--- config.mk ---
export PLATFORM = sky130hd
export DESIGN_NAME = wav_header_byte_parser
export DESIGN_NICKNAME = d
export VERILOG_FILES = /design/src/hw/rtl/wavhdr_pkg.sv /design/src/hw/rtl/wavhdr_in_reg.sv /design/src/hw/rtl/wavhdr_core.sv /design/src/hw/rtl/wavhdr_out_reg.sv /design/src/hw/rtl/wav_header_byte_parser.sv
export SDC_FILE = /design/constraint.sdc
export NUM_CORES = 1
export LEC_CHECK = 0
export ABC_CLOCK_PERIOD_IN_PS = 6970
export BUFFER_PORTS_ARGS = -buffer_cell sky130_fd_sc_hd__buf_2
export CAP_MARGIN = 10
export CORE_ASPECT_RATIO = 0.5
export CORE_MARGIN = 5
export CORE_UTILIZATION = 40
export DETAILED_ROUTE_END_ITERATION = 6
export GPL_TIMING_DRIVEN = 1
export REMOVE_ABC_BUFFERS = 1
export SYNTH_ARGS = -nofsm -noshare
export SYNTH_HDL_FRONTEND = slang
export SYNTH_SLANG_ARGS = --single-unit
--- constraint.sdc ---
create_clock -name clk -period 6.97 [get_ports clk]
set_input_delay 0.697 -clock clk [delete_from_list [all_inputs] [get_ports clk]]
set_output_delay 0.697 -clock clk [all_outputs]
set_load 0.005 [all_outputs]
--- src/hw/rtl/wavhdr_pkg.sv ---
// wavhdr_pkg: shared types and constants for the WAV header byte parser.
// Holds the word structs, status codes, header step codes and tag values.
// No dependencies.
`timescale 1ns / 1ps
`default_nettype none

package wavhdr_pkg;

  // Result status reported with each output word
  typedef enum logic [3:0] {
    ST_PARSING       = 4'd0,
    ST_DONE          = 4'd1,
    ST_PAYLOAD       = 4'd2,
    ST_BAD_RIFF      = 4'd3,
    ST_BAD_WAVE      = 4'd4,
    ST_BAD_FMT       = 4'd5,
    ST_BAD_FMT_SIZE  = 4'd6,
    ST_NOT_PCM       = 4'd7,
    ST_BAD_CHANNELS  = 4'd8,
    ST_BAD_RATE      = 4'd9,
    ST_BAD_BITS      = 4'd10,
    ST_BAD_DATA_TAG  = 4'd11
  } status_t;

  // Header field currently being read
  typedef enum logic [3:0] {
    STEP_RIFF_TAG    = 4'd0,
    STEP_RIFF_SIZE   = 4'd1,
    STEP_WAVE_TAG    = 4'd2,
    STEP_FMT_TAG     = 4'd3,
    STEP_FMT_SIZE    = 4'd4,
    STEP_FORMAT      = 4'd5,
    STEP_CHANNELS    = 4'd6,
    STEP_RATE        = 4'd7,
    STEP_BYTE_RATE   = 4'd8,
    STEP_BLOCK_ALIGN = 4'd9,
    STEP_SAMPLE_BITS = 4'd10,
    STEP_CHUNK_TAG   = 4'd11,
    STEP_LIST_SIZE   = 4'd12,
    STEP_SKIP        = 4'd13,
    STEP_DATA_TAG    = 4'd14,
    STEP_DATA_SIZE   = 4'd15
  } step_t;

  // Configuration register indexes
  typedef logic [1:0] cfg_index_t;
  localparam cfg_index_t CFG_RATE        = 2'd0;
  localparam cfg_index_t CFG_CHANNELS    = 2'd1;
  localparam cfg_index_t CFG_SAMPLE_BITS = 2'd2;

  localparam logic [31:0] RATE_RESET        = 32'd44100;
  localparam logic [15:0] CHANNELS_RESET    = 16'd1;
  localparam logic [15:0] SAMPLE_BITS_RESET = 16'd16;

  // Four-character tags, first character in the low byte
  localparam logic [31:0] TAG_RIFF = 32'h4646_4952;
  localparam logic [31:0] TAG_WAVE = 32'h4556_4157;
  localparam logic [31:0] TAG_FMT  = 32'h2074_6d66;
  localparam logic [31:0] TAG_LIST = 32'h5453_494c;
  localparam logic [31:0] TAG_DATA = 32'h6174_6164;

  localparam logic [31:0] FMT_SIZE_PCM = 32'd16;
  localparam logic [31:0] FORMAT_PCM   = 32'd1;

  // Accepted input word
  typedef struct packed {
    logic       restart;
    logic [7:0] byte_value;
  } in_word_t;

  // Result word
  typedef struct packed {
    logic [31:0] data_bytes;
    logic [31:0] header_bytes;
    status_t     status;
  } result_t;

  // Index of the last byte of the field read at a step
  function automatic logic [1:0] field_last(input step_t step);
    case (step)
      STEP_FORMAT, STEP_CHANNELS, STEP_BLOCK_ALIGN, STEP_SAMPLE_BITS: field_last = 2'd1;
      default: field_last = 2'd3;
    endcase
  endfunction

endpackage

`default_nettype wire

--- src/hw/rtl/wavhdr_in_reg.sv ---
// wavhdr_in_reg: input register that holds one accepted byte word.
// Depends on wavhdr_pkg for the word type.
`timescale 1ns / 1ps
`default_nettype none

module wavhdr_in_reg (
  input  wire logic                 clk,
  input  wire logic                 rst,
  input  wire logic                 in_valid,
  output logic                      in_ready,
  input  wire wavhdr_pkg::in_word_t in_word,
  output logic                      held_valid,
  input  wire logic                 take,
  output wavhdr_pkg::in_word_t      held_word
);
  import wavhdr_pkg::*;

  // Free when empty or when the held word moves on this cycle
  assign in_ready = !held_valid || take;

  always_ff @(posedge clk) begin
    if (rst) begin
      held_valid <= 1'b0;
    end else if (in_ready) begin
      held_valid <= in_valid;
    end
  end

  always_ff @(posedge clk) begin
    if (in_ready && in_valid) begin
      held_word <= in_word;
    end
  end

endmodule

`default_nettype wire

--- src/hw/rtl/wavhdr_core.sv ---
// wavhdr_core: configuration registers, parse state and per-byte header checks.
// Depends on wavhdr_pkg for steps, status codes, tags and word types.
`timescale 1ns / 1ps
`default_nettype none

module wavhdr_core (
  input  wire logic                   clk,
  input  wire logic                   rst,
  input  wire logic                   cfg_we,
  input  wire wavhdr_pkg::cfg_index_t cfg_index,
  input  wire logic [31:0]            cfg_data,
  input  wire logic                   fire,
  input  wire wavhdr_pkg::in_word_t   word,
  output wavhdr_pkg::result_t         result
);
  import wavhdr_pkg::*;

  // Configuration
  logic [31:0] expected_rate;
  logic [15:0] expected_channels;
  logic [15:0] expected_sample_bits;

  // Parse state
  step_t       step;
  logic [1:0]  byte_in_field;
  logic [31:0] gather;
  logic [31:0] skip_left;
  logic [31:0] byte_count;
  status_t     held_status;
  logic [31:0] data_length;

  // State as seen by this byte (cleared on restart)
  step_t       cur_step;
  logic [1:0]  cur_bif;
  logic [31:0] cur_gather;
  logic [31:0] cur_skip;
  logic [31:0] cur_count;
  status_t     cur_held;
  logic [31:0] cur_dlen;

  // Field assembly and check
  logic [31:0] gathered;
  logic        field_end;
  status_t     check;
  step_t       step_next;
  logic [31:0] skip_left_next;
  logic [31:0] data_length_next;

  // Other next values
  logic [1:0]  byte_in_field_next;
  logic [31:0] gather_next;
  logic [31:0] byte_count_next;
  status_t     held_status_next;
  logic [31:0] skip_dec;

  always_ff @(posedge clk) begin
    if (rst) begin
      expected_rate        <= RATE_RESET;
      expected_channels    <= CHANNELS_RESET;
      expected_sample_bits <= SAMPLE_BITS_RESET;
    end else if (cfg_we) begin
      case (cfg_index)
        CFG_RATE:        expected_rate        <= cfg_data;
        CFG_CHANNELS:    expected_channels    <= cfg_data[15:0];
        CFG_SAMPLE_BITS: expected_sample_bits <= cfg_data[15:0];
        default: ;
      endcase
    end
  end

  // Restart clears the state before the byte is parsed
  always_comb begin
    if (word.restart) begin
      cur_step   = STEP_RIFF_TAG;
      cur_bif    = 2'd0;
      cur_gather = 32'd0;
      cur_skip   = 32'd0;
      cur_count  = 32'd0;
      cur_held   = ST_PARSING;
      cur_dlen   = 32'd0;
    end else begin
      cur_step   = step;
      cur_bif    = byte_in_field;
      cur_gather = gather;
      cur_skip   = skip_left;
      cur_count  = byte_count;
      cur_held   = held_status;
      cur_dlen   = data_length;
    end
  end

  // Next step: assemble the field and check it when its last byte arrives
  always_comb begin
    gathered = cur_gather;
    gathered[{cur_bif, 3'b000} +: 8] = word.byte_value;
    field_end        = (cur_bif == field_last(cur_step));
    skip_dec         = cur_skip - 32'd1;
    check            = ST_PARSING;
    step_next        = cur_step;
    skip_left_next   = cur_skip;
    data_length_next = cur_dlen;
    if (cur_held == ST_PARSING) begin
      if (cur_step == STEP_SKIP) begin
        skip_left_next = skip_dec;
        if (skip_dec == 32'd0) step_next = STEP_DATA_TAG;
      end else if (field_end) begin
        step_next = step_t'(cur_step + 4'd1);
        case (cur_step)
          STEP_RIFF_TAG:    if (gathered != TAG_RIFF) check = ST_BAD_RIFF;
          STEP_WAVE_TAG:    if (gathered != TAG_WAVE) check = ST_BAD_WAVE;
          STEP_FMT_TAG:     if (gathered != TAG_FMT) check = ST_BAD_FMT;
          STEP_FMT_SIZE:    if (gathered != FMT_SIZE_PCM) check = ST_BAD_FMT_SIZE;
          STEP_FORMAT:      if (gathered != FORMAT_PCM) check = ST_NOT_PCM;
          STEP_CHANNELS:    if (gathered != {16'd0, expected_channels}) check = ST_BAD_CHANNELS;
          STEP_RATE:        if (gathered != expected_rate) check = ST_BAD_RATE;
          STEP_SAMPLE_BITS: if (gathered != {16'd0, expected_sample_bits}) check = ST_BAD_BITS;
          STEP_CHUNK_TAG: begin
            if (gathered == TAG_LIST) step_next = STEP_LIST_SIZE;
            else if (gathered == TAG_DATA) step_next = STEP_DATA_SIZE;
            else check = ST_BAD_DATA_TAG;
          end
          STEP_LIST_SIZE: begin
            skip_left_next = gathered;
            step_next = (gathered != 32'd0) ? STEP_SKIP : STEP_DATA_TAG;
          end
          STEP_DATA_TAG:    if (gathered != TAG_DATA) check = ST_BAD_DATA_TAG;
          STEP_DATA_SIZE: begin
            data_length_next = gathered;
            check = ST_DONE;
            step_next = STEP_DATA_SIZE;
          end
          default: ;
        endcase
      end
    end
  end

  // Outputs and remaining next values
  always_comb begin
    byte_in_field_next = cur_bif;
    gather_next        = cur_gather;
    byte_count_next    = cur_count;
    held_status_next   = cur_held;
    if (cur_held != ST_PARSING) begin
      if (cur_held == ST_DONE) held_status_next = ST_PAYLOAD;
    end else begin
      if (cur_count != 32'hFFFF_FFFF) byte_count_next = cur_count + 32'd1;
      if (cur_step != STEP_SKIP) begin
        if (field_end) begin
          byte_in_field_next = 2'd0;
          gather_next        = 32'd0;
          held_status_next   = check;
        end else begin
          byte_in_field_next = cur_bif + 2'd1;
          gather_next        = gathered;
        end
      end
    end
    result.status       = held_status_next;
    result.header_bytes = byte_count_next;
    result.data_bytes   = data_length_next;
  end

  always_ff @(posedge clk) begin
    if (rst) begin
      step          <= STEP_RIFF_TAG;
      byte_in_field <= 2'd0;
      gather        <= 32'd0;
      skip_left     <= 32'd0;
      byte_count    <= 32'd0;
      held_status   <= ST_PARSING;
      data_length   <= 32'd0;
    end else if (fire) begin
      step          <= step_next;
      byte_in_field <= byte_in_field_next;
      gather        <= gather_next;
      skip_left     <= skip_left_next;
      byte_count    <= byte_count_next;
      held_status   <= held_status_next;
      data_length   <= data_length_next;
    end
  end

endmodule

`default_nettype wire

--- src/hw/rtl/wavhdr_out_reg.sv ---
// wavhdr_out_reg: result register feeding the output stream.
// Depends on wavhdr_pkg for the result type.
`timescale 1ns / 1ps
`default_nettype none

module wavhdr_out_reg (
  input  wire logic                clk,
  input  wire logic                rst,
  input  wire logic                res_valid,
  output logic                     take,
  input  wire wavhdr_pkg::result_t res,
  output logic                     out_valid,
  input  wire logic                out_ready,
  output wavhdr_pkg::result_t      out_word
);
  import wavhdr_pkg::*;

  // Loads when empty or when the current word leaves
  assign take = !out_valid || out_ready;

  always_ff @(posedge clk) begin
    if (rst) begin
      out_valid <= 1'b0;
    end else if (take) begin
      out_valid <= res_valid;
    end
  end

  always_ff @(posedge clk) begin
    if (take && res_valid) begin
      out_word <= res;
    end
  end

endmodule

`default_nettype wire

--- src/hw/rtl/wav_header_byte_parser.sv ---
// wav_header_byte_parser: top level of the WAV header byte parser.
// Depends on wavhdr_pkg, wavhdr_in_reg, wavhdr_core and wavhdr_out_reg.
//
//   channel  direction  handshake          payload
//   s_*      in         s_tvalid/s_tready  byte_value in s_tdata, restart in s_tuser
//   m_*      out        m_tvalid/m_tready  header_bytes, data_bytes in m_tdata; status in m_tuser
//   cfg_*    in         cfg_we             register index and write data
//
// One byte word per cycle sustained while m_tready stays high; a result word is offered on
// m_tvalid after its byte is accepted into the input register and the check logic then
// loads the result register; an output stall holds the byte in the input register.
// Synchronous reset clears both registers' valid flags and the parse state, and loads
// the expected format registers with 44100 Hz, 1 channel, 16 bits.
// An output stall fills the result register and then the input register, after which
// s_tready drops.
`timescale 1ns / 1ps
`default_nettype none

module wav_header_byte_parser (
  input  wire logic                   clk,
  input  wire logic                   rst,
  input  wire logic                   s_tvalid,
  output logic                        s_tready,
  input  wire logic [7:0]             s_tdata,   // [7:0] byte_value
  input  wire logic                   s_tuser,   // [0] restart
  output logic                        m_tvalid,
  input  wire logic                   m_tready,
  output logic [63:0]                 m_tdata,   // [31:0] header_bytes, [63:32] data_bytes
  output logic [3:0]                  m_tuser,   // [3:0] status
  input  wire logic                   cfg_we,
  input  wire wavhdr_pkg::cfg_index_t cfg_index,
  input  wire logic [31:0]            cfg_data
);
  import wavhdr_pkg::*;

  in_word_t in_word;
  in_word_t held_word;
  logic     held_valid;
  logic     take;
  logic     fire;
  result_t  res;
  result_t  out_word;

  assign in_word.byte_value = s_tdata;
  assign in_word.restart    = s_tuser;
  assign fire               = held_valid && take;

  wavhdr_in_reg u_in (
    .clk        (clk),
    .rst        (rst),
    .in_valid   (s_tvalid),
    .in_ready   (s_tready),
    .in_word    (in_word),
    .held_valid (held_valid),
    .take       (take),
    .held_word  (held_word)
  );

  wavhdr_core u_core (
    .clk       (clk),
    .rst       (rst),
    .cfg_we    (cfg_we),
    .cfg_index (cfg_index),
    .cfg_data  (cfg_data),
    .fire      (fire),
    .word      (held_word),
    .result    (res)
  );

  wavhdr_out_reg u_out (
    .clk       (clk),
    .rst       (rst),
    .res_valid (held_valid),
    .take      (take),
    .res       (res),
    .out_valid (m_tvalid),
    .out_ready (m_tready),
    .out_word  (out_word)
  );

  assign m_tdata = {out_word.data_bytes, out_word.header_bytes};
  assign m_tuser = out_word.status;

endmodule

`default_nettype wire

==> impl_metrics.env <==
export IMPL_clock_sinks=281
export IMPL_end_kind="flip-flop"
export IMPL_seq_area_frac_synth=0.416
export IMPL_grt_max_degree=86
export IMPL_clockPowerShare=0.426
export IMPL_placed_area_sq_um=16300
export IMPL_place_ws_ns=2.23
export IMPL_crit_path_top_delay_cell="a32oi_1"
export IMPL_die_h_microns=149
export IMPL_pwr_share_comb=0.102
export IMPL_finClkSkew_ns=0.00990
export IMPL_p_total_mw=3.76
export IMPL_grt_pass1_vias=13022
export IMPL_drive_gt1_frac=0.121
export IMPL_antenna_found_initial=1
export IMPL_p_leak_nw=5.89
export IMPL_post_drt_wl_per_cell_microns=20.5
export IMPL_synth_area_leaders="dfxtp_1 (27%), edfxtp_1 (15%), nand2_1 (6.3%)"
export IMPL_overflow=0
export IMPL_portBuffers=117
export IMPL_nets=1991
export IMPL_critical_path_top_delay_family="simple AND/OR/NAND/NOR gates"
export IMPL_cts_resized=0
export IMPL_synth_top_cell_by_area="dfxtp_1"
export IMPL_critPathMaxStageDelay_ns=0.86
export IMPL_cap_violations=0
export IMPL_critPathLaunchType="flip-flop"
export IMPL_ir_worst_vdd_mv=0.176
export IMPL_die_x_microns=287
export IMPL_firstDrtPassIters=6
export IMPL_drt_iter0_drc=1532
export IMPL_cp_common_cell="nand2_1"
export IMPL_utilization=0.458
export IMPL_ys_types=99
export IMPL_routed_wl_microns=50700
export IMPL_num_io_pins=118
export IMPL_gp_congestion=0.988
export IMPL_grt_usage=0.228
export IMPL_status="finished, final reports clean"
export IMPL_crit_required_ns=7.29
export IMPL_path_cells="nand2_1, ha_1, nor3b_4, a32oi_1, nand3_2, or3_1, or4_1, a31o_1, a211o_1, o21ai_2, nand2_1"
export IMPL_cts_htree_levels=1
export IMPL_cts_root_buf="clkbuf_16"
export IMPL_pwr_density_cell_nw_per_um2=218
export IMPL_ys_seq_elements=281
export IMPL_report_final_slew_viol_count=0
export IMPL_clock_latency_ns=0.57
export IMPL_cts_path_max_buffers=3
export IMPL_path_class="reg -> reg"
export IMPL_start_util=0.409
export IMPL_slew_headroom=0.122
export IMPL_synth_edf_count=77
export IMPL_synthTopCellsByCount="nand2_1 (258), nor2_1 (236), dfxtp_1 (204)"
export IMPL_instances_no_fill=2475
export IMPL_timing_final_crit_share=0.701
export IMPL_p_seq_frac=0.472
export IMPL_dp_hpwl_microns=34500
export IMPL_area_delta_synth_final_pct=12.0
export IMPL_fin_area_sq_um=17200
export IMPL_cp_arrival_ns=5.20
export IMPL_synth_most_common_cell="nand2_1"
export IMPL_via_per_inst=5.80
export IMPL_internal_power_mw=2.79
export IMPL_dieArea_sq_um=42700
export IMPL_switching_share=0.259
export IMPL_setup_tns_ns=0
export IMPL_async_reset_ff_frac=0
export IMPL_rows=50
export IMPL_design_core_area_sq_um=37700
export IMPL_ys_warn_count=0
export IMPL_worstMarginPinSlew_ns=1.31
export IMPL_p_sw_mw=0.972
export IMPL_placed_cells=2423
export IMPL_fin_crit_ns=4.88
export IMPL_cts_tree="built"
export IMPL_rsz0062_at_grt="no"
export IMPL_hold_path_class="in -> reg"
export IMPL_fmax_mhz=205
export IMPL_cts_hold_fix_buffers=0
export IMPL_worst_path_buf_inv=0
export IMPL_drc=0
export IMPL_cts_buffers=28
export IMPL_cts_clk_slew_worst_paths_ns=0.06
export IMPL_grt_pass1_wl_microns=78200
export IMPL_holdWs_ns=0.308
export IMPL_avgSynthCellArea_sq_um=8.09
export IMPL_fin_ws_ns=2.09
export IMPL_synth_area_sq_um=15400
export IMPL_vias=14358
export IMPL_ys_flop_type="dfxtp_1"
export IMPL_diodes=0
export IMPL_netlist_instances=1903
export IMPL_ant_nets=0
export IMPL_hold_viol_final=0
export IMPL_setup_viol=0
export IMPL_crit_fanout=20
export IMPL_post_cts_repair_setup_buffers=0
export IMPL_synth_top_area_frac=0.265
==> cells in the final DEF (no fill, tap or decap), types with 9 or more instances in the layout <==
cell type	count
nand2_1	258
nor2_1	236
dfxtp_1	204
a21oi_1	167
buf_2	116
o21ai_0	107
nand3_1	85
edfxtp_1	77
xnor2_1	76
nor3_1	68
nor4_1	36
nor2b_1	31
clkbuf_16	29
xor2_1	27
a22oi_1	27
buf_4	25
inv_1	23
nand4_1	20
and3_1	20
a31oi_1	19
nand3b_1	18
o211ai_1	17
or3_1	16
a32oi_1	15
and4_1	10
and2_1	10
ha_1	10
nand2b_1	9
==> power groups by stage <==
stage | clock, mW | sequential, mW | combinational, mW
after CTS | 1.63 | 1.77 | 0.381
after detailed placement | 0 | 1.81 | 0.379
final | 1.60 | 1.77 | 0.383
after global placement | 0 | 1.81 | 0.379
after global routing | 1.71 | 1.78 | 0.417
after floorplan | 0 | 1.81 | 0.215
==> worst register-to-register path: stages, from the launching register on <==
cell and delay [ns]:
dfxtp_1 0.66, nand2_1 0.21, ha_1 0.62, nor3b_4 0.34
a32oi_1 0.86, nand3_2 0.19, or3_1 0.44, or4_1 0.55
a31o_1 0.26, a211o_1 0.28, o21ai_2 0.16, nand2_1 0.07
==> worst paths after layout <==
| path | start | end | slack [ns] | cells past startpoint |
|---|---|---|---|---|
| worst max-delay path | u_core.byte_in_field[0] | u_out.out_word[0] | 2.09 | 11 |
| worst min-delay path | s_tdata[0] | u_in.held_word[0] | 0.31 | 1 |
| worst max register to register | u_core.byte_in_field[0] | u_out.out_word[0] | 2.09 | 11 |
| worst min register to register | u_core.data_length[26] | u_core.data_length[26] | 0.46 | 2 |
==> cell type report <==
class                           count  area (sq um)
Inverter                           26           103
Tap cell                          520           651
Clock inverter                     13           154
Fill cell                        3802         20400
Clock buffer                       39           813
Multi-Input combinational cell   1454          8340
Sequential cell                   281          6400
Timing Repair Buffer              142           779
==> state kept, by name (all words and copies together) (netlist names) <==
name / cells
u_out.out_word: 68
u_core.byte_count: 32
u_core.data_length: 32
u_core.expected_rate: 32
u_core.gather: 32
u_core.skip_left: 32
u_core.expected_channels: 16
u_core.expected_sample_bits: 16
u_in.held_word: 9
u_core.held_status: 4
u_core.step: 4
u_core.byte_in_field: 2
u_in.held_valid: 1
u_out.out_valid: 1
==> metal layers <==
metal / track usage / up-vias / part of all wire
met5: 0 / - / 0
met4: 0.0585 / 0 / 0.028
met3: 0.0429 / 92 / 0.080
met2: 0.352 / 560 / 0.43
met1: 0.331 / 6834 / 0.46
li1: - / 6872 / -
==> kinds of logic (layout without fill, tap and decap cells) <==
| family | count (synthesis) | in the layout | synth area share |
|---|---|---|---|
| XOR/XNOR | 103 | 103 | 0.0586 |
| adder cells (fa/ha/maj) | 10 | 10 | 0.00813 |
| AND/OR/NAND/NOR | 867 | 867 | 0.273 |
| buffers and inverters | 168 | 220 | 0.0438 |
| AO/OA/AOI/OAI | 461 | 461 | 0.192 |
| flip-flops | 281 | 281 | 0.416 |
| multiplexers | 13 | 13 | 0.00911 |
Power figures use the tool's default switching activity.
